[config.mk]
export PLATFORM = sky130hd
export DESIGN_NAME = cna_queue
export DESIGN_NICKNAME = d
export VERILOG_FILES = /design/src/hdl/cna_pkg.sv /design/src/hdl/cna_queue.sv
export SDC_FILE = /design/constraint.sdc
export NUM_CORES = 1
export LEC_CHECK = 0
export BUFFER_PORTS_ARGS = -buffer_cell sky130_fd_sc_hd__buf_2
export CORE_MARGIN = 2
export CORE_UTILIZATION = 59
export CTS_BUF_LIST = sky130_fd_sc_hd__clkbuf_8
export DETAILED_ROUTE_END_ITERATION = 8
export PLACE_DENSITY_LB_ADDON = 0.12
export SETUP_SLACK_MARGIN = 0.05
export SYNTH_ARGS = -nofsm -noshare
export SYNTH_HDL_FRONTEND = slang
export SYNTH_SLANG_ARGS = --single-unit
[constraint.sdc]
create_clock -name i_clk -period 4.8 [get_ports i_clk]
set_input_delay 0.24 -clock i_clk [delete_from_list [all_inputs] [get_ports i_clk]]
set_output_delay 0.24 -clock i_clk [all_outputs]
set_load 0.01 [all_outputs]
[src/hdl/cna_pkg.sv]
// Shared types, constants and arithmetic helpers for the complex-number ALU.
// No dependencies.
package cna_pkg;

    localparam int WORD_BITS = 32;
    localparam int FRAC_BITS = 16;
    localparam int PROD_BITS = 2 * WORD_BITS;
    localparam int WIDE_BITS = PROD_BITS + 2;
    localparam int DVD_BITS  = PROD_BITS + FRAC_BITS;
    localparam int DIV_STEPS = DVD_BITS;
    localparam int CNT_BITS  = $clog2(DIV_STEPS);
    localparam int Q_DEPTH   = 4;
    localparam int Q_AW      = $clog2(Q_DEPTH);

    typedef enum logic [2:0] {
        OP_ADD  = 3'd0,
        OP_SUB  = 3'd1,
        OP_MUL  = 3'd2,
        OP_DIV  = 3'd3,
        OP_EQ   = 3'd4,
        OP_CONJ = 3'd5
    } t_op;

    typedef struct packed {
        t_op                         op;
        logic                        dz;
        logic                        eq;
        logic signed [WORD_BITS-1:0] a_re;
        logic signed [WORD_BITS-1:0] a_im;
        logic signed [WORD_BITS-1:0] b_re;
        logic signed [WORD_BITS-1:0] b_im;
    } t_item;

    typedef struct packed {
        logic signed [WORD_BITS-1:0] re;
        logic signed [WORD_BITS-1:0] im;
        logic                        eq;
        logic                        ovf;
        logic                        dz;
    } t_res;

    typedef struct packed {
        logic [WORD_BITS-1:0] val;
        logic                 ovf;
    } t_sat;

    typedef struct packed {
        logic [PROD_BITS-1:0] rem;
        logic                 qbit;
    } t_dstep;

    typedef struct packed {
        logic front_valid;
        logic q_full;
    } t_front_stat;

    function automatic t_sat sat(input logic signed [WIDE_BITS-1:0] v);
        t_sat r;
        logic signed [WIDE_BITS-1:0] hi;
        logic signed [WIDE_BITS-1:0] lo;
        hi = WIDE_BITS'({1'b0, {(WORD_BITS-1){1'b1}}});
        lo = -hi - WIDE_BITS'(1);
        r.ovf = 1'b1;
        if (v > hi) begin
            r.val = hi[WORD_BITS-1:0];
        end else if (v < lo) begin
            r.val = lo[WORD_BITS-1:0];
        end else begin
            r.val = v[WORD_BITS-1:0];
            r.ovf = 1'b0;
        end
        return r;
    endfunction

    function automatic t_dstep div_step(input logic [PROD_BITS-1:0] rem,
                                        input logic bit_in,
                                        input logic [PROD_BITS-1:0] den);
        t_dstep r;
        logic [PROD_BITS:0] t;
        t = {rem, bit_in};
        if (t >= {1'b0, den}) begin
            t      = t - {1'b0, den};
            r.qbit = 1'b1;
        end else begin
            r.qbit = 1'b0;
        end
        r.rem = t[PROD_BITS-1:0];
        return r;
    endfunction

    function automatic t_sat div_out(input logic [WORD_BITS:0] q, input logic big,
                                     input logic neg);
        t_sat r;
        logic [WORD_BITS:0] lim;
        logic [WORD_BITS:0] m;
        lim = neg ? {2'b01, {(WORD_BITS-1){1'b0}}} : {2'b00, {(WORD_BITS-1){1'b1}}};
        if (big || q > lim) begin
            m     = lim;
            r.ovf = 1'b1;
        end else begin
            m     = q;
            r.ovf = 1'b0;
        end
        if (neg) begin
            m = -m;
        end
        r.val = m[WORD_BITS-1:0];
        return r;
    endfunction

endpackage

[src/hdl/cna_queue.sv]
// Small first-word-fall-through queue of decoded items in flip-flops.
// Depends on cna_pkg.
module cna_queue (
    input  logic           i_clk,
    input  logic           i_rst_n,
    input  logic           i_push,
    input  cna_pkg::t_item i_item,
    output logic           o_full,
    input  logic           i_pop,
    output cna_pkg::t_item o_item,
    output logic           o_empty
);

    cna_pkg::t_item               r_mem [cna_pkg::Q_DEPTH];
    logic [cna_pkg::Q_AW-1:0]     r_wr;
    logic [cna_pkg::Q_AW-1:0]     r_rd;
    logic [cna_pkg::Q_AW:0]       r_cnt;
    logic                         w_wr;
    logic                         w_rd;

    assign o_full  = (r_cnt == (cna_pkg::Q_AW+1)'(cna_pkg::Q_DEPTH));
    assign o_empty = (r_cnt == '0);
    assign w_wr    = i_push && !o_full;
    assign w_rd    = i_pop && !o_empty;
    assign o_item  = r_mem[r_rd];

    always_ff @(posedge i_clk) begin
        if (!i_rst_n) begin
            r_wr  <= '0;
            r_rd  <= '0;
            r_cnt <= '0;
        end else begin
            if (w_wr) begin
                r_wr <= r_wr + 1'b1;
            end
            if (w_rd) begin
                r_rd <= r_rd + 1'b1;
            end
            r_cnt <= r_cnt + (cna_pkg::Q_AW+1)'(w_wr) - (cna_pkg::Q_AW+1)'(w_rd);
        end
    end

    always_ff @(posedge i_clk) begin
        if (w_wr) begin
            r_mem[r_wr] <= i_item;
        end
    end

endmodule

==> run metrics, run 1 <==
pre-CTS setup slack ~2200 ps; NetSw around 3.2 mW; Layout Skew 38.2 ps; Synth top cells by count edfxtp_1 (532), mux4_2 (133), buf_2 (15), buf_6 (9), dfxtp_1 (9); worst reg2reg startpoint r_cnt[2]$_SDFF_PN0_; GPL Wtd Cong roughly 0.72; Seq pwr share 0.502; Chip Height about 190 um; reg-to-reg slack, setup roughly 2100 ps; clock buffer count from CTS just over 80; CTS root buffer clkbuf_8; RSZ-0062 raised after global routing no; final slew viol count 0; routed len/inst ~22 um; hold buffers post-CTS between 100 and 150; first-pass detailed-route iteration total 5; post-synth design cell area slightly below 0.02 sq mm; Tmin final between 3000 and 4000 ps; sw frac 0.269; Crit path arrival time about 2800 ps; layout cell share with drive strength beyond 1 0.406; Tot GR Track Use 0.221; register area share after synthesis 0.822; initial antenna violation count 3; relative slew slack 0.366; Synth Register Bits approximately 540; DR DRC count 0; routed vias 9,425; postcts setup bufs 0; die width approximately 190 um; Worst Setup Start Kind flip-flop; die area between 0.03 and 0.04 sq mm; Site Rows 66; reg-to-reg critical path endpoint r_mem[2][79]$_DFFE_PP_; WS Path Type reg -> out; CTS clk-pin slew, worst paths approximately 60 ps; CTS max path bufs 3; status finished, final reports clean; post-synth top area cell edfxtp_1; first-pass GRT wire length about 58,000 um; Int Pwr 8.61 mW; Area contributors post-synth edfxtp_1 (81%), mux4_2 (15%), dfxtp_1 (0.92%); Area growth syn-to-layout 23.9%; crit path capture o_item[113]; Final #Nets 1,358; crit path max fanout 33; Initial Util 0.601; TritonCTS Sinks between 500 and 600; I/O Buffers roughly 270; synthesized area per cell roughly 26 sq um; Hold Crit Class in -> reg; ys async rst share 0; pwr/cell area just under 500 mW/mm^2; post-DR vias/cell 5.47; f_max between 300 and 400 MHz; Syn. warnings 0; total negative slack 0 ps; H-tree Lvls 3; fin crit share 0.639; Core Box Area approximately 0.033 sq mm; Worst Tran Pin Value 950 ps; Clk pwr share 0.285; post-synth top area share 0.813; WP data required roughly 4600 ps; Total Routed Length about 38,000 um; Max-Cap Viols 0; area of placed instances approximately 0.022 sq mm; Synth Instances 746; Worst-Skew Late Latency slightly above 600 ps; hpwl dp 21,400 um; Distinct cells, synth 20; Final setup viols 0; CTS tree done; Setup WS post-layout approximately 1700 ps; count leader, synth edfxtp_1; Fin. Hold Viols 0; fin area ~0.024 sq mm; cell count of the worst reg-to-reg path 4; DRT iter0 DRCs 755; Primary FF master, synth edfxtp_1; FF+latch area between 0.015 and 0.02 sq mm; post-route ant nets 0; largest net degree at the start of global routing 95; post-cts resize count 0; LEAKAGE ~8.3 nW; gr ovfl total 0; filler instances 1,885; Logic pwr share 0.213; vias in the first global route 10,285; CP Capture Type output pin; I/O Pins 272; area of the multi-input gates between 0.003 and 0.004 sq mm; EDFF count, synth approximately 530; Max VDD drop around 340 uV; Net Count, Synth 890
registers in the layout, indices dropped and copies added (netlist names), named ones only:
signal and cells:
r_cnt 3, r_mem 532, r_rd 2, r_wr 2
how the worst min path moves through the flow:
| stage | startpoint | end | slack (ps) | cells past startpoint |
|---|---|---|---|---|
| 2_1_floorplan | i_item[0] | r_mem[0][0]$_DFFE_PP_ | 340 | 0 |
| 3_3_place_gp | i_item[9] | r_mem[0][9]$_DFFE_PP_ | 450 | 1 |
| 6_report | i_push | r_wr[1]$_SDFFE_PN0P_ | 160 | 3 |
| 4_1_cts | i_push | r_wr[1]$_SDFFE_PN0P_ | 110 | 3 |
| 5_1_grt | i_push | r_wr[1]$_SDFFE_PN0P_ | 140 | 3 |
| 3_5_place_dp | i_item[22] | r_mem[3][22]$_DFFE_PP_ | 460 | 1 |
worst max-delay path: stages, from the launching register on:
cell and delay [ps]:
dfxtp_4 710, buf_4 670, mux4_2 630, buf_2 160
through the flow:
step	hold WS, ps	utilization	power (mW)	cells
6_report	161	0.744	11.8	1723
4_1_cts	113	0.744	11.9	1720
2_1_floorplan	339	-	7.58	746
3_5_place_dp	455	0.658	8.47	1437
5_1_grt	140	0.744	12.3	1722
3_3_place_gp	453	0.658	8.45	1437
cell usage in the layout (no fill, tap or decap), drive strengths merged, types with 6 or more instances in the layout:
master,netlist,final
clkinv,0,33
edfxtp,532,532
dlygate4sd3,0,135
inv,6,35
buf,24,281
ha,6,6
mux4,133,133
and2,7,7
nand2,6,6
dfxtp,9,9
clkbuf,8,82
layer usage:
layer	global-route usage	wire, um	part of all wire	vias up
li1	-	-	-	4172
met1	0.298	15200	0.40	4826
met2	0.349	18600	0.49	359
met3	0.0602	3080	0.081	66
met4	0.0879	961	0.025	2
met5	0	11	0.00029	-
power groups by stage:
stage,clock (mW),sequential (mW),combinational (mW)
global route,3.63,5.96,2.70
detailed placement,0,6.01,2.46
global placement,0,5.99,2.46
CTS,3.42,5.92,2.55
finish,3.35,5.91,2.51
floorplan,0,5.95,1.63
logic make-up after synthesis:
group | Yosys count | share of synthesized area
xor gates and xnor gates | 2 | 0.000892
muxes | 135 | 0.154
DFF | 541 | 0.822
buffers and inverters | 38 | 0.0117
and+or+nand+nor | 19 | 0.00554
AOI/OAI and AO/OA | 4 | 0.00115
adders and majority gates | 7 | 0.00484
layout make-up:
type                    count  share of cell area
diodes                      3            0.000308
inverters                   6            0.000925
repair buffers            416               0.117
clock buffers              82              0.0464
clock inverters            66              0.0137
well taps                 442              0.0227
flip-flops and latches    541               0.664
multi-input cells         167               0.134
(Power assumes the default switching activity.)
==> run 2: changes to the inputs <==
clock period = 2.9 ns   (was 4.8 ns; I/O delays follow)
==> run metrics, run 2 (synthesized netlist as in run 1, its figures left out) <==
Max VDD drop 599 uV (+76%); hold depth 2 (-1); TritonCTS Sinks 541 (unchanged); I/O Pins 272 (unchanged); layout cell share with drive strength beyond 1 0.409 (+0.00302); NetSw 5.06 mW (+60%); status finished, final reports clean; Seq pwr share 0.503 (about the same); Layout Skew 18.1 ps (-20.1 ps); DR DRC count 0 (unchanged); first-pass detailed-route iteration total 5 (unchanged); GPL Wtd Cong 0.711 (-0.96%); CTS root buffer clkbuf_8; WS Path Type reg -> out; final slew viol count 0 (unchanged); largest reg by FF count r_mem; postcts setup bufs 0 (unchanged); routed vias 9,458 (+0.35%); Fin. Hold Viols 0 (unchanged); Final setup viols 0 (unchanged); Tot GR Track Use 0.217 (-0.00391); Int Pwr 14.4 mW (+67%); gr ovfl total 0 (unchanged); filler instances 1,914 (+1.5%); Hold Crit Class in -> reg; CTS clk-pin slew, worst paths 60 ps (about the same); Final Hold Slack 296 ps (+135 ps); CTS tree done; Max-Cap Viols 0 (unchanged); reg-to-reg critical path endpoint r_cnt[2]$_SDFF_PN0_; Final Util 0.746 (+0.00230); cell count of the worst reg-to-reg path 9 (+5); commonest cells after routing, fill and taps aside edfxtp_1 (532), buf_2 (271), dlygate4sd3_1 (137); die width 186 um (unchanged); Core Box Area 0.0327 sq mm (unchanged); area of placed instances 0.0217 sq mm (+0.66%); crit path max fanout 25 (-24%); most common cell after layout, fill and taps aside edfxtp_1; reg-to-reg slack, setup 620 ps (-1510 ps); Worst Tran Pin Value 695 ps (-256 ps); relative slew slack 0.537 (+0.171); post-DR vias/cell 5.52 (+0.94%); Chip Height 186 um (unchanged); Worst Setup Start Kind flip-flop; pwr/cell area 796 mW/mm^2 (+64%); fin crit share 0.868; fin area 0.0244 sq mm (+0.31%); first-pass GRT wire length 57,400 um (-1.1%); Clk pwr share 0.278 (-0.007); DRT iter0 DRCs 642 (-15%); post-route ant nets 0 (unchanged); Total Routed Length 36,800 um (-2.8%); H-tree Lvls 3 (unchanged); Crit path arrival time 2370 ps (-460 ps); Area growth syn-to-layout 24.3%; initial antenna violation count 0 (-3); routed len/inst 21.5 um (-2.3%); Setup WS post-layout 384 ps (-1350 ps); CP Capture Type output pin; I/O Buffers 271 (unchanged); f_max around 400 MHz; Top Registers r_mem (532), r_cnt (3); hold path endpoint r_mem[1][35]$_DFFE_PP_; CTS max path bufs 3 (unchanged); sw frac 0.260 (-0.00861); clock buffer count from CTS 84 (+2.4%); Hold Startpoint i_item[35]; Inserted Diodes 0 (-3); Worst-Skew Late Latency 600 ps (about the same); Final #Nets 1,371 (+0.96%); die area 0.0348 sq mm (unchanged); WP data required 2760 ps (-1800 ps); worst reg2reg startpoint r_cnt[1]$_SDFF_PN0_; Site Rows 66 (unchanged); Tmin final roughly 2500 ps; RSZ-0062 raised after global routing no; Initial Util 0.601 (unchanged); total negative slack 0 ps (unchanged); largest net degree at the start of global routing 92 (-3.2%); LEAKAGE 8.37 nW (+0.59%); hpwl dp 20,600 um (-4.0%); pre-CTS setup slack 600 ps (-1570 ps); Largest register FFs 532 (unchanged); Logic pwr share 0.219 (+0.006); vias in the first global route 10,286 (+0.0097%)
-- run 2: what timing repair did --
action                    CTS  global route
hold buffers              137             0
hold endpoints to repair  541             0
resized for setup           0             0
-- run 2: critical path: stages, from the launching register on --
cell,delay [ps]
dfxtp_4,710
buf_4,360
mux4_2,550
buf_2,160
-- run 2: worst max path at each step --
stage                                        to           startpoint  cells after the start  slack (ps)
after floorplan           r_mem[0][0]$_DFFE_PP_  r_cnt[2]$_SDFF_PN0_                      4         -40
after global placement      r_cnt[2]$_SDFF_PN0_  r_cnt[1]$_SDFF_PN0_                      9         680
after detailed placement    r_cnt[2]$_SDFF_PN0_  r_cnt[1]$_SDFF_PN0_                      9         600
after CTS                            o_item[84]            flip-flop                      3         270
after global routing                o_item[131]            flip-flop                      3         200
final                               o_item[113]            flip-flop                      3         380
-- run 2: final cells by class --
cell class	count	area, sq um	area share
clock buffer	89	1220	0.0502
clock inverter	41	156	0.00641
inverter	6	22.5	0.000923
multi-input combinational	167	3270	0.134
sequential	541	16200	0.662
tap	442	553	0.0227
timing repair buffer	427	3020	0.124
-- run 2: routing by layer --
layer,up-vias,global-route usage,wire (um),part of all wire
li1,4181,-,-,-
met1,4911,0.287,14800,0.40
met2,317,0.353,18600,0.50
met3,49,0.0655,2820,0.076
met4,0,0.0681,645,0.018
met5,-,0,0,0
-- run 2: power groups by stage --
stage / clock (mW) / sequential (mW) / combinational, mW
2_1_floorplan: 0 / 9.79 / 2.70
3_3_place_gp: 0 / 9.89 / 4.16
3_5_place_dp: 0 / 9.93 / 4.18
4_1_cts: 5.53 / 9.77 / 4.35
5_1_grt: 5.89 / 9.83 / 4.56
6_report: 5.41 / 9.76 / 4.26
-- run 2: stage by stage --
step | power (mW) | std cells
6_report | 19.4 | 1713
5_1_grt | 20.3 | 1713
4_1_cts | 19.7 | 1713
3_5_place_dp | 14.1 | 1446
3_3_place_gp | 14.0 | 1446
2_1_floorplan | 12.5 | 746
==> run 3: changes to the inputs <==
PLACE_DENSITY = 0.91   (was unset)
PLACE_DENSITY_LB_ADDON = unset   (was 0.12)
==> run metrics, run 3 (synthesized netlist as in run 1, its figures left out) <==
status finished, final reports clean; Crit path arrival time 3290 ps (+920 ps); CTS root buffer clkbuf_8; Layout Skew 35.1 ps (+17.0 ps); CP Capture Type flip-flop; crit path max fanout 5 (-80%); GPL Wtd Cong 0.755 (+6.2%); Bufs and invs on worst path 1 (-1); Initial Util 0.601 (unchanged); I/O Buffers 271 (unchanged); final slew viol count 0 (unchanged); max incr delay on CP 530 ps (-180 ps); Max-Cap Viols 0 (unchanged); commonest cells after routing, fill and taps aside edfxtp_1 (532), buf_2 (271), dlygate4sd3_1 (137); delay-heaviest family, CP adder cells; most common cell after layout, fill and taps aside edfxtp_1; layout cell share with drive strength beyond 1 0.413 (+0.00405); Core Box Area 0.0327 sq mm (unchanged); largest net degree at the start of global routing 81 (-12%); routed vias 9,904 (+4.7%); WP data required 3440 ps (+680 ps); initial antenna violation count 2 (+2); M2 GR Usage 0.441 (+0.0880); pwr/cell area 817 mW/mm^2 (+2.7%); Most Used Layer, Global Route met2; Worst Tran Pin Value 591 ps (-104 ps); post-route ant nets 0 (unchanged); Chip Height 186 um (unchanged); die area 0.0348 sq mm (unchanged); CTS clk-pin slew, worst paths 70 ps (about the same); Fin. Hold Viols 0 (unchanged); TritonCTS Sinks 541 (unchanged); post-DR vias/cell 5.71 (+3.4%); first-pass GRT wire length 65,300 um (+14%); Worst-Skew Late Latency 650 ps (+50 ps); CP Cell Sequence nor3_1 -> nor2b_1 -> ha_1 -> inv_1 -> ha_1 -> fa_1 -> xnor2_1 -> xnor2_1 -> and2_1; fin area 0.0246 sq mm (+0.78%); Tmin final 2750 ps (+233 ps); post-cts resize count 0 (unchanged); area of placed instances 0.0217 sq mm (+0.22%); Max VDD drop 694 uV (+16%); total negative slack 0 ps (unchanged); I/O Pins 272 (unchanged); pre-CTS setup slack 477 ps (-123 ps); Final setup viols 0 (unchanged); relative slew slack 0.603 (+0.0662); WS Path Type reg -> reg; Largest register FFs 532 (unchanged); Site Rows 66 (unchanged); RSZ-0062 raised after global routing no; Total Routed Length 43,200 um (+17%); routed len/inst 24.9 um (+16%); Top Registers r_mem (532), r_cnt (3); LEAKAGE 8.46 nW (+1.0%); Final #Nets 1,374 (+0.22%); gr ovfl total 0 (unchanged); fin crit share 0.948 (+0.0805); first-pass detailed-route iteration total 4 (-1); vias in the first global route 10,843 (+5.4%); Worst Setup Start Kind flip-flop; die width 186 um (unchanged); CTS tree done; Area growth syn-to-layout 25.2%; hpwl dp 23,700 um (+15%); Hold Crit Class in -> reg; DRT iter0 DRCs 715 (+11%); met1 usage 0.313 (+0.0256); Setup WS post-layout 151 ps (-233 ps); Tot GR Track Use 0.253 (+0.0366); clock buffer count from CTS 84 (unchanged); routing usage on met3 0.0579 (-0.00752); Worst path slowest cell nor3_1; DR DRC count 0 (unchanged); f_max 364 MHz (-8.5%); H-tree Lvls 3 (unchanged); largest reg by FF count r_mem; CTS max path bufs 3 (unchanged)
## run 3: changes by cell type in the layout (fill, tap and decap cells not counted), moves of 2 or more
| cell | change |
|---|---|
| buf_12 | +2 |
| bufinv_16 | +2 |
| clkbuf_8 | -4 |
| clkinv_1 | +6 |
| clkinv_2 | +4 |
| diode_2 | +2 |
| inv_6 | +2 |
| inv_8 | +3 |
## run 3: through the flow
| stage | utilization | cells | hold slack, ps | power (mW) |
|---|---|---|---|---|
| 2_1_floorplan | - | 746 | 244 | 12.5 |
| 3_3_place_gp | 0.664 | 1449 | 356 | 14.0 |
| 3_5_place_dp | 0.664 | 1449 | 360 | 14.2 |
| 4_1_cts | 0.752 | 1732 | 191 | 20.1 |
| 5_1_grt | 0.752 | 1733 | 231 | 20.9 |
| 6_report | 0.752 | 1734 | 251 | 20.1 |
## run 3: final timing paths
kind,depth (start not counted),slack (ps),end,start
setup / recovery,9,150,r_cnt[2]$_SDFF_PN0_,r_cnt[1]$_SDFF_PN0_
hold / removal,2,250,r_mem[1][0]$_DFFE_PP_,i_item[0]
setup reg to reg,9,150,r_cnt[2]$_SDFF_PN0_,r_cnt[1]$_SDFF_PN0_
hold reg to reg,2,570,r_wr[0]$_SDFFE_PN0P_,r_wr[0]$_SDFFE_PN0P_
## run 3: what timing repair did
item,in CTS,in global routing
endpoints found under the setup margin,0,0
hold buffers,137,0
setup buffers,0,0
endpoints found under the hold margin,541,0
## run 3: area by class of cell
class,count,area (sq um)
sequential,541,16200
clock buffer,85,1170
antenna,2,5.00
timing repair buffer,430,3070
multi-input combinational,167,3270
fill,1720,8100
inverter,6,22.5
tap,442,553
clock inverter,61,350
## run 3: report_power, final
part / total, mW / switching (mW) / internal, mW
Clock: 5.88 / 2.94 / 2.94
Sequential: 9.77 / 0.287 / 9.48
Combinational: 4.44 / 2.32 / 2.12
## run 3: per-layer routing
metal	vias up	wire [um]
li1	4192	-
met1	5117	15700
met2	503	23100
met3	90	3060
met4	2	1310
met5	-	14
