`config.mk`:
```
export PLATFORM = sky130hd
export DESIGN_NAME = cna_front
export DESIGN_NICKNAME = d
export VERILOG_FILES = /design/src/hdl/cna_pkg.sv /design/src/hdl/cna_front.sv
export SDC_FILE = /design/constraint.sdc
export NUM_CORES = 1
export LEC_CHECK = 0
export BUFFER_PORTS_ARGS = -buffer_cell sky130_fd_sc_hd__clkbuf_2
export CAP_MARGIN = 20
export CORE_ASPECT_RATIO = 0.9
export CORE_MARGIN = 10
export CORE_UTILIZATION = 47
export DETAILED_ROUTE_END_ITERATION = 10
export GPL_TIMING_DRIVEN = 0
export HOLD_SLACK_MARGIN = 0.02
export PLACE_DENSITY = 0.84
export SETUP_SLACK_MARGIN = 0.1
export SLEW_MARGIN = 20
export SYNTH_ARGS = -nofsm -noshare
export SYNTH_HDL_FRONTEND = slang
export SYNTH_SLANG_ARGS = --single-unit
```
`constraint.sdc`:
```
create_clock -name i_clk -period 19.9 [get_ports i_clk]
set_input_delay 1.99 -clock i_clk [delete_from_list [all_inputs] [get_ports i_clk]]
set_output_delay 1.99 -clock i_clk [all_outputs]
set_load 0.005 [all_outputs]
```
`src/hdl/cna_pkg.sv`:
```
// Shared types, constants and arithmetic helpers for the complex-number ALU.
// No dependencies.
package cna_pkg;

    localparam int WORD_BITS = 32;
    localparam int FRAC_BITS = 16;
    localparam int PROD_BITS = 2 * WORD_BITS;
    localparam int WIDE_BITS = PROD_BITS + 2;
    localparam int DVD_BITS  = PROD_BITS + FRAC_BITS;
    localparam int DIV_STEPS = DVD_BITS;
    localparam int CNT_BITS  = $clog2(DIV_STEPS);
    localparam int Q_DEPTH   = 4;
    localparam int Q_AW      = $clog2(Q_DEPTH);

    typedef enum logic [2:0] {
        OP_ADD  = 3'd0,
        OP_SUB  = 3'd1,
        OP_MUL  = 3'd2,
        OP_DIV  = 3'd3,
        OP_EQ   = 3'd4,
        OP_CONJ = 3'd5
    } t_op;

    typedef struct packed {
        t_op                         op;
        logic                        dz;
        logic                        eq;
        logic signed [WORD_BITS-1:0] a_re;
        logic signed [WORD_BITS-1:0] a_im;
        logic signed [WORD_BITS-1:0] b_re;
        logic signed [WORD_BITS-1:0] b_im;
    } t_item;

    typedef struct packed {
        logic signed [WORD_BITS-1:0] re;
        logic signed [WORD_BITS-1:0] im;
        logic                        eq;
        logic                        ovf;
        logic                        dz;
    } t_res;

    typedef struct packed {
        logic [WORD_BITS-1:0] val;
        logic                 ovf;
    } t_sat;

    typedef struct packed {
        logic [PROD_BITS-1:0] rem;
        logic                 qbit;
    } t_dstep;

    typedef struct packed {
        logic front_valid;
        logic q_full;
    } t_front_stat;

    function automatic t_sat sat(input logic signed [WIDE_BITS-1:0] v);
        t_sat r;
        logic signed [WIDE_BITS-1:0] hi;
        logic signed [WIDE_BITS-1:0] lo;
        hi = WIDE_BITS'({1'b0, {(WORD_BITS-1){1'b1}}});
        lo = -hi - WIDE_BITS'(1);
        r.ovf = 1'b1;
        if (v > hi) begin
            r.val = hi[WORD_BITS-1:0];
        end else if (v < lo) begin
            r.val = lo[WORD_BITS-1:0];
        end else begin
            r.val = v[WORD_BITS-1:0];
            r.ovf = 1'b0;
        end
        return r;
    endfunction

    function automatic t_dstep div_step(input logic [PROD_BITS-1:0] rem,
                                        input logic bit_in,
                                        input logic [PROD_BITS-1:0] den);
        t_dstep r;
        logic [PROD_BITS:0] t;
        t = {rem, bit_in};
        if (t >= {1'b0, den}) begin
            t      = t - {1'b0, den};
            r.qbit = 1'b1;
        end else begin
            r.qbit = 1'b0;
        end
        r.rem = t[PROD_BITS-1:0];
        return r;
    endfunction

    function automatic t_sat div_out(input logic [WORD_BITS:0] q, input logic big,
                                     input logic neg);
        t_sat r;
        logic [WORD_BITS:0] lim;
        logic [WORD_BITS:0] m;
        lim = neg ? {2'b01, {(WORD_BITS-1){1'b0}}} : {2'b00, {(WORD_BITS-1){1'b1}}};
        if (big || q > lim) begin
            m     = lim;
            r.ovf = 1'b1;
        end else begin
            m     = q;
            r.ovf = 1'b0;
        end
        if (neg) begin
            m = -m;
        end
        r.val = m[WORD_BITS-1:0];
        return r;
    endfunction

endpackage

```
`src/hdl/cna_front.sv`:
```
// Input stage: registers each item and classifies it (equality, zero divisor).
// Depends on cna_pkg.
module cna_front (
    input  logic                                 i_clk,
    input  logic                                 i_rst_n,
    input  logic                                 i_push,
    output logic                                 o_full,
    input  logic        [2:0]                    i_operation,
    input  logic signed [cna_pkg::WORD_BITS-1:0] i_a_re,
    input  logic signed [cna_pkg::WORD_BITS-1:0] i_a_im,
    input  logic signed [cna_pkg::WORD_BITS-1:0] i_b_re,
    input  logic signed [cna_pkg::WORD_BITS-1:0] i_b_im,
    input  logic                                 i_q_full,
    output logic                                 o_q_push,
    output cna_pkg::t_item                       o_item
);

    logic           r_valid;
    cna_pkg::t_item r_item;
    cna_pkg::t_item n_item;
    logic           w_acc;

    assign o_full   = r_valid && i_q_full;
    assign w_acc    = i_push && !o_full;
    assign o_q_push = r_valid;
    assign o_item   = r_item;

    always_comb begin
        n_item.op   = cna_pkg::t_op'(i_operation);
        n_item.eq   = (i_a_re == i_b_re) && (i_a_im == i_b_im);
        n_item.dz   = (i_b_re == '0) && (i_b_im == '0);
        n_item.a_re = i_a_re;
        n_item.a_im = i_a_im;
        n_item.b_re = i_b_re;
        n_item.b_im = i_b_im;
    end

    always_ff @(posedge i_clk) begin
        if (!i_rst_n) begin
            r_valid <= 1'b0;
        end else if (w_acc) begin
            r_valid <= 1'b1;
        end else if (!i_q_full) begin
            r_valid <= 1'b0;
        end
    end

    always_ff @(posedge i_clk) begin
        if (w_acc) begin
            r_item <= n_item;
        end
    end

endmodule

```
==> flow_metrics.py, run 1 <==
metrics = {
    "run_status": {
        "status": "finished, final reports clean",
    },
    "logic_synthesis": {
        "syn_inst": 243,
        "syn_nets": 378,
        "synth.avg_cell_area_um2": 20.0,
        "ys_ff_latch": 134,
        "yosys.cell_types.count": 9,
        "synth_seq_area_share": 0.825,
        "yosys_warnings": 0,
        "synth_area_um2": 4860,
    },
    "floorplanning": {
        "die_h_um": 117,
        "io_pins": 270,
        "die_w_um": 127,
        "row_count": 35,
        "floorplan.core_area_um2": 10200,
        "start_util": 0.479,
        "dieArea_um2": 14800,
    },
    "cts": {
        "hold_buffers": 0,
        "postCtsSetupRepairBufs": 0,
        "cts_root_buffer": "clkbuf_16",
        "clock_latency_ps": 410,
        "cts-resized-gates": 0,
        "clk_path_buf_depth": 2,
        "cts_max_level": 4,
        "numClockSinks": 134,
        "cts_buffers": 17,
        "clk_pin_slew_ps": 60,
        "cts_tree": "built",
    },
    "sta": {
        "rsz0062_at_grt": "no",
        "slew_headroom": 0.520,
        "slew_violations": 0,
        "whs_ps": 669,
        "worst_pin_slew_ps": 718,
        "setup_violations": 0,
        "clock_skew_ps": 6.77,
        "finalSetupTns_ps": 0,
        "post-route-min-period_ps": 4400,
        "hold_viol": 0,
        "fin_crit_sh": 0.221,
        "max_freq_ghz": 0.228,
    },
    "layout": {
        "fin_nets": 671,
        "drive_above_1_share": 0.557,
        "diodes": 0,
        "nFillCells": 697,
        "fin_area_um2": 7110,
        "seq_area_um2": 4010,
        "multi_input_area_um2": 857,
        "area_delta_synth_final_pct": 46.3,
        "instances_no_fill": 678,
    },
    "global_routing": {
        "grt_pass1_vias": 3903,
        "grt_usage": 0.215,
        "grt_max_degree": 29,
        "grt_overflow": 0,
        "grt_pass1_wl_um": 23500,
        "grt_antenna_before_repair": 1,
    },
    "power_and_ir_drop": {
        "power_density_nw_per_um2": 102,
        "switchingPower_mw": 0.156,
        "power_frac_clock": 0.446,
        "p_int_mw": 0.568,
        "p_total_mw": 0.723,
        "ir_worst_vdd_mv": 0.0750,
        "p_leak_nw": 3.08,
        "p_comb_frac": 0.091,
        "sw_frac_of_total": 0.215,
        "p_seq_frac": 0.463,
    },
    "route": {
        "ant_nets": 0,
        "drc": 0,
        "drt_iter0_drc": 321,
        "vias": 3470,
        "wire_per_inst_um": 23.7,
        "wirelength_um": 16100,
        "detail_route.vias_per_cell": 5.12,
        "first_pass_iters": 4,
    },
    "placement": {
        "placedCellCount": 646,
        "place.gp.congestion": 0.826,
        "port_buffers": 269,
        "placed_area_um2": 6500,
        "hpwlAfterDp_um": 13300,
    },
    "worst_setup_path": {
        "path_class": "in -> out",
        "critPathMaxFanout": 3,
        "cpPeakStageDelay_ps": 200,
        "path_cells": "clkbuf_2 > and2_1 > clkbuf_2",
        "cp-start-kind": "primary input",
        "crit_path_frequent_cell": "clkbuf_2",
        "cp_slowest_cell": "and2_1",
        "cp_data_arrival_time_ps": 2410,
        "crit_required_ps": 17910,
        "cp-end-kind": "output pin",
    },
    "hold_path": {
        "hp-class": "reg -> reg",
    },
    "run": {
        "maxCapViolCount": 0,
    },
}
[final cells by class]
type	instances	share of cell area
flip-flops and latches	134	0.564
clock buffers	18	0.0603
repair buffers	274	0.206
multi-input cells	109	0.120
clock inverters	14	0.0259
well taps	129	0.0227
[flip-flops by register name, indices dropped and copies added (netlist names)]
signal    cells
o_q_push      1
o_item      133
[worst paths after layout]
path / startpoint / to / slack [ps] / depth (start not counted)
worst max-delay path: i_q_full / o_full / 15500 / 3
worst min-delay path: o_q_push / o_q_push / 670 / 2
worst max register to register: o_q_push / o_item[113] / 18030 / 4
worst min register to register: o_q_push / o_q_push / 670 / 2
[synthesized netlist by cell type (all sizes together)]
master,number,area (um^2)
nor2b,1,6.26
xor2,64,561
o21a,1,7.51
dfxtp,1,20.0
and2,1,6.26
nor4,34,219
edfxtp,133,3990
nand4,8,50.1
[stage by stage]
stage                     worst slack, ps  utilization
final                               15500        0.700
after global routing                15460        0.700
after CTS                           15500        0.700
after detailed placement            15500        0.640
after global placement               9240        0.627
after floorplan                     11190            -
[layout by cell type (no fill, tap or decap), types with 2 or more instances in the layout]
master     netlist  routed
clkbuf_16        0      17
buf_16           0       3
clkinv_2         0       5
bufinv_16        0       4
nand4_1          8       8
edfxtp_1       133     133
clkinv_4         0       4
xor2_1          64      64
clkbuf_2         0     269
nor4_1          33      33
buf_12           0       2
[cells by family (layout without fill, tap and decap cells)]
| family | count (synthesis) | after routing | synth area share |
|---|---|---|---|
| AOI/OAI and AO/OA | 1 | 1 | 0.00154 |
| xor gates and xnor gates | 64 | 64 | 0.115 |
| buffers and inverters | 0 | 306 | 0 |
| DFF | 134 | 134 | 0.825 |
| and+or+nand+nor | 44 | 44 | 0.0579 |
[critical path: cells and delay by family]
kind                   cells  cell delay (ps)
buffers and inverters      2              220
and+or+nand+nor            1              200
[per-layer routing]
metal,track usage,vias to the layer above,routed length (um)
met2,0.374,195,8450
met1,0.225,1693,5760
met4,0.0682,0,140
met3,0.103,14,1740
li1,-,1568,-
met5,0,-,0
[power by group through the flow]
stage	logic (mW)	registers [mW]	clock network, mW
2_1_floorplan	0.0147	0.346	0
3_3_place_gp	0.0604	0.344	0
3_5_place_dp	0.0665	0.341	0
4_1_cts	0.0672	0.335	0.328
5_1_grt	0.0716	0.336	0.339
6_report	0.0659	0.335	0.322
Note: power is estimated with default switching activity, not from simulation.
==> run 2, diff against run 1 <==
- CORE_UTILIZATION: 47 -> 44
- PLACE_DENSITY: 0.84 -> 0.79
- clock period: 19.9 -> 4.58 ns (I/O delays scaled with it)
==> run 2 against run 1 <==
  * Sequential share of layout area rose by 0.079 points
  * Wire length shrank 1.1%
  * Hold slack worse by 440 ps
  * Power increased to 4.3 times the previous value
  * Sequential power increased to 4.3 times the previous value
  * Register-to-register slack got worse by 15000 ps
  * Highest routed layer unchanged
  * Critical path depth is 2 higher
  * Global-route usage down 1.5 points
  * Final cell count up 0.59%
==> flow_metrics.py, run 2 (synthesized netlist as in run 1, its figures left out) <==
metrics = {
    "layout": {
        "final_common_cell": "clkbuf_2",
        "diodes": 0,
        "final_cell_mix": "269 x clkbuf_2, 133 x edfxtp_1, 64 x xor2_1, 33 x nor4_1, 17 x clkbuf_16",
        "area_delta_synth_final_pct": 46.1,
        "fin_area_um2": 7100,
        "largest_register_ffs": 133,
        "fin_nets": 671,
        "drive_above_1_share": 0.548,
    },
    "sta": {
        "clock_skew_ps": 4.38,
        "rsz0062_at_grt": "no",
        "fin_crit_sh": 0.443,
        "max_freq_ghz": 0.493,
        "worst_pin_slew_ps": 736,
        "slew_violations": 0,
        "hold_viol": 0,
        "finalSetupTns_ps": 0,
        "setup_violations": 0,
        "post-route-min-period_ps": 2030,
        "slew_headroom": 0.505,
    },
    "global_routing": {
        "grt_usage": 0.199,
        "grt_pass1_vias": 3746,
        "grt_overflow": 0,
        "grt_antenna_before_repair": 1,
        "grt_pass1_wl_um": 22700,
        "grt_max_degree": 31,
    },
    "route": {
        "ant_nets": 0,
        "detail_route.vias_per_cell": 4.94,
        "first_pass_iters": 5,
        "wirelength_um": 15900,
        "drt_iter0_drc": 191,
        "wire_per_inst_um": 23.3,
        "drc": 0,
        "vias": 3367,
    },
    "floorplanning": {
        "dieArea_um2": 15700,
        "io_pins": 270,
        "floorplan.core_area_um2": 10800,
        "die_w_um": 131,
        "die_h_um": 120,
        "row_count": 36,
        "start_util": 0.450,
    },
    "run_status": {
        "status": "finished, final reports clean",
    },
    "worst_setup_path": {
        "cp_data_arrival_time_ps": 2130,
        "path_class": "reg -> reg",
        "critPathMaxFanout": 30,
        "reg2reg_depth": 5,
        "worstReg2RegEnd": "o_item[122]",
        "cp-end-kind": "flop",
        "cp-start-kind": "flop",
        "crit_required_ps": 4680,
        "path_cells": "and2_1 > nor2b_4 > buf_16 > buf_16 > buf_12",
        "cpPeakStageDelay_ps": 570,
        "cp_slowest_cell": "nor2b_4",
        "crit_path_frequent_cell": "buf_16",
        "ff2ff_setup_slack_ps": 2550,
        "r2r-start": "o_q_push",
    },
    "power_and_ir_drop": {
        "ir_worst_vdd_mv": 0.300,
        "power_density_nw_per_um2": 439,
        "p_leak_nw": 3.06,
        "p_total_mw": 3.12,
    },
    "cts": {
        "postCtsSetupRepairBufs": 0,
        "cts_max_level": 4,
        "hold_buffers": 0,
        "clock_latency_ps": 410,
        "clk_path_buf_depth": 2,
        "cts_root_buffer": "clkbuf_16",
        "clk_pin_slew_ps": 50,
        "cts-resized-gates": 0,
        "cts_tree": "built",
        "numClockSinks": 134,
        "cts_buffers": 17,
    },
    "hold_path": {
        "hp-class": "in -> reg",
        "min_delay_path_depth": 1,
        "worstHoldEndpoint": "o_item[130]",
        "min-delay-start": "i_operation[0]",
    },
    "run": {
        "maxCapViolCount": 0,
    },
    "placement": {
        "place.gp.congestion": 0.790,
        "port_buffers": 269,
        "hpwlAfterDp_um": 13300,
        "placed_area_um2": 6510,
    },
}
## run 2: cell count changes in the layout (fill, tap and decap cells not counted)
cell	previous run	this run
clkinv_1	1	2
clkbuf_1	1	5
clkinvlp_4	0	1
clkinv_4	4	1
clkinv_2	5	2
## run 2: how the worst max path moves through the flow
| stage | start | end |
|---|---|---|
| 2_1_floorplan | i_q_full | o_item[0] |
| 3_3_place_gp | i_q_full | o_item[46] |
| 3_5_place_dp | i_q_full | o_item[25] |
| 4_1_cts | o_q_push | o_item[122] |
| 5_1_grt | o_q_push | o_item[122] |
| 6_report | o_q_push | o_item[122] |
## run 2: metal layers
metal | part of all wire | vias to the layer above | track usage
li1 | - | 1564 | -
met1 | 0.37 | 1610 | 0.215
met2 | 0.51 | 172 | 0.339
met3 | 0.10 | 21 | 0.0924
met4 | 0.015 | 0 | 0.0639
met5 | 0 | - | 0
## run 2: metrics by stage
| step | hold WS, ps | utilization | instances | worst slack, ps |
|---|---|---|---|---|
| 3_3_place_gp | 638 | 0.591 | 645 | 773 |
| 2_1_floorplan | 557 | - | 243 | 1510 |
| 4_1_cts | 215 | 0.657 | 682 | 2550 |
| 3_5_place_dp | 645 | 0.602 | 650 | 2300 |
| 6_report | 228 | 0.657 | 682 | 2550 |
| 5_1_grt | 207 | 0.657 | 682 | 2450 |
## run 2: area by class of cell
| type | instances | area, um^2 |
|---|---|---|
| Timing Repair Buffer | 274 | 1470 |
| Tap cell | 133 | 166 |
| Clock inverter | 10 | 154 |
| Clock buffer | 22 | 444 |
| Fill cell | 815 | 3710 |
| Multi-Input combinational cell | 109 | 857 |
| Sequential cell | 134 | 4010 |
## run 2: report_power, final
group	switching (mW)	leakage (nW)	internal [mW]	total (mW)
registers	0.0191	1.30	1.44	1.45
logic	0.160	1.48	0.125	0.285
clock network	0.476	0.287	0.905	1.38
total	0.654	3.06	2.47	3.12
## run 2: worst max-delay path: cells and delay by family, from the launching register on
family                 cells  cell delay [ps]
and+or+nand+nor            2              750
DFF                        1              300
buffers and inverters      3              650
==> run 3, diff against run 2 <==
- clock period: 4.58 -> 2.1 ns (I/O delays scaled with it)
==> run 3 against run 2 <==
  * Critical path depth rose by 1
  * Hold slack worse by 190 ps
  * Wire length is 13% higher
  * Clock skew up 0.50 ps
  * Sequential share of layout area is 6.6 points lower
  * Via count rose by 14%
  * Global-route usage rose by 2.8 points
  * Setup slack worse by 2200 ps
  * Combinational power grew to 2.8 times the previous value
  * Power rose by 110%
  * Sequential cell count did not move
  * Largest cell class unchanged
==> flow_metrics.py, run 3 (synthesized netlist as in run 1, its figures left out) <==
metrics = {
    "worst_setup_path": {
        "path_cells": "dlygate4sd3_1 > clkbuf_2 > xor2_1 > nor4_1 > nand4_1 > nor4_2",
        "r2r-start": "o_q_push",
        "cp_data_arrival_time_ps": 2000,
        "cp_top_family": "simple AND/OR/NAND/NOR gates",
        "critical_path_buf_inv_count": 2,
        "cp-end-kind": "flop",
        "path_class": "in -> reg",
        "ff2ff_setup_slack_ps": 380,
        "worstReg2RegEnd": "o_item[132]",
        "endpoint": "o_item[128]",
        "cp_slowest_cell": "dlygate4sd3_1",
        "cp-start-kind": "primary input",
        "critPathMaxFanout": 2,
        "cpPeakStageDelay_ps": 570,
        "reg2reg_depth": 5,
        "crit_required_ps": 2340,
        "path_depth": 6,
        "crit_start": "i_a_im[21]",
    },
    "cts": {
        "numClockSinks": 134,
        "clk_path_buf_depth": 2,
        "cts_tree": "built",
        "cts_root_buffer": "clkbuf_16",
        "clock_latency_ps": 410,
        "cts_buffers": 17,
        "clk_pin_slew_ps": 50,
        "cts_max_level": 4,
    },
    "global_routing": {
        "grt_overflow": 0,
        "grt_pass1_wl_um": 26000,
        "grt_max_degree": 32,
        "grt_antenna_before_repair": 2,
        "grt_usage": 0.228,
        "grt_pass1_vias": 4276,
    },
    "route": {
        "vias": 3836,
        "drc": 0,
        "wirelength_um": 18000,
        "drt_iter0_drc": 261,
        "first_pass_iters": 4,
        "ant_nets": 0,
        "wire_per_inst_um": 22.9,
        "detail_route.vias_per_cell": 4.87,
    },
    "sta": {
        "slew_violations": 0,
        "whs_ps": 41.2,
        "max_freq_ghz": 0.568,
        "fin_crit_sh": 0.838,
        "setup_violations": 0,
        "setup_ws_ps": 341,
        "rsz0062_at_grt": "no",
        "post-route-min-period_ps": 1760,
        "slew_headroom": 0.590,
        "clock_skew_ps": 4.88,
        "worst_pin_slew_ps": 610,
        "hold_viol": 0,
    },
    "layout": {
        "fin_nets": 777,
        "seq_area_um2": 4020,
        "nFillCells": 681,
        "final_common_cell": "clkbuf_2",
        "drive_above_1_share": 0.460,
        "final_cell_mix": "269 x clkbuf_2, 133 x edfxtp_1, 106 x dlygate4sd3_1, 64 x xor2_1, 32 x nor4_1",
        "multi_input_area_um2": 866,
        "instances_no_fill": 787,
        "final_util": 0.745,
        "largest_register_ffs": 133,
        "area_delta_synth_final_pct": 65.5,
    },
    "floorplanning": {
        "die_h_um": 120,
        "floorplan.core_area_um2": 10800,
        "io_pins": 270,
        "row_count": 36,
        "dieArea_um2": 15700,
        "die_w_um": 131,
        "start_util": 0.450,
    },
    "power_and_ir_drop": {
        "p_leak_nw": 3.45,
        "p_total_mw": 6.42,
        "power_density_nw_per_um2": 798,
        "ir_worst_vdd_mv": 0.714,
    },
    "run_status": {
        "status": "finished, final reports clean",
    },
    "placement": {
        "placedCellCount": 650,
        "hpwlAfterDp_um": 13100,
        "place.gp.congestion": 0.805,
        "port_buffers": 269,
        "dp_slack_ps": 377,
    },
    "hold_path": {
        "min-delay-start": "i_b_im[8]",
        "hp-class": "in -> reg",
    },
    "run": {
        "maxCapViolCount": 0,
    },
}
[run 3: changes by cell type in the layout (fill, tap and decap cells not counted), moves of 2 or more]
| cell | before | now |
|---|---|---|
| dlygate4sd3_1 | 0 | 106 |
| diode_2 | 0 | 2 |
| clkinv_1 | 2 | 6 |
| clkbuf_1 | 5 | 2 |
| clkinv_2 | 2 | 4 |
| bufinv_16 | 4 | 0 |
[run 3: how the worst min path moves through the flow]
| stage | slack (ps) | cells after the start | end |
|---|---|---|---|
| 3_3_place_gp | 390 | 1 | o_item[131] |
| 4_1_cts | 20 | 1 | o_item[8] |
| 6_report | 40 | 1 | o_item[8] |
| 3_5_place_dp | 400 | 1 | o_item[132] |
| 5_1_grt | 20 | 1 | o_item[15] |
| 2_1_floorplan | 310 | 0 | o_item[0] |
[run 3: what timing repair did]
item,CTS,global route
hold buffers,105,1
gates resized for setup,0,1
hold endpoints to repair,105,1
setup buffers,0,0
setup endpoints to repair,0,1
[run 3: metrics by stage]
step | setup TNS, ps | area, um^2
finish | 0 | 8050
global route | 0 | 8050
CTS | 0 | 8030
detailed placement | 0 | 6500
global placement | -184400 | 6390
floorplan | -99460 | 4870
[run 3: power by group]
| group | switching (mW) | total (mW) | internal [mW] | leakage [nW] |
|---|---|---|---|---|
| Sequential | 0.0483 | 3.18 | 3.13 | 1.30 |
| Combinational | 0.393 | 0.793 | 0.400 | 1.92 |
| Clock | 1.00 | 2.45 | 1.45 | 0.237 |
[run 3: layer usage]
metal	part of all wire	track usage	wire length, um	vias up
li1	-	-	-	1771
met1	0.36	0.239	6410	1860
met2	0.53	0.404	9560	183
met3	0.099	0.0960	1790	22
met4	0.016	0.0667	282	0
met5	0	0	0	-
[run 3: final cells by class]
type | count | area share
multi-input combinational | 109 | 0.108
sequential | 134 | 0.499
tap | 133 | 0.0207
clock inverter | 10 | 0.00528
clock buffer | 19 | 0.0538
antenna | 2 | 0.000622
timing repair buffer | 380 | 0.313
[run 3: worst register-to-register path, delay by kind of cell, from the launching register on]
kind | cells | cell delay, ps
and+or+nand+nor | 2 | 460
DFF | 1 | 310
buffers and inverters | 3 | 630
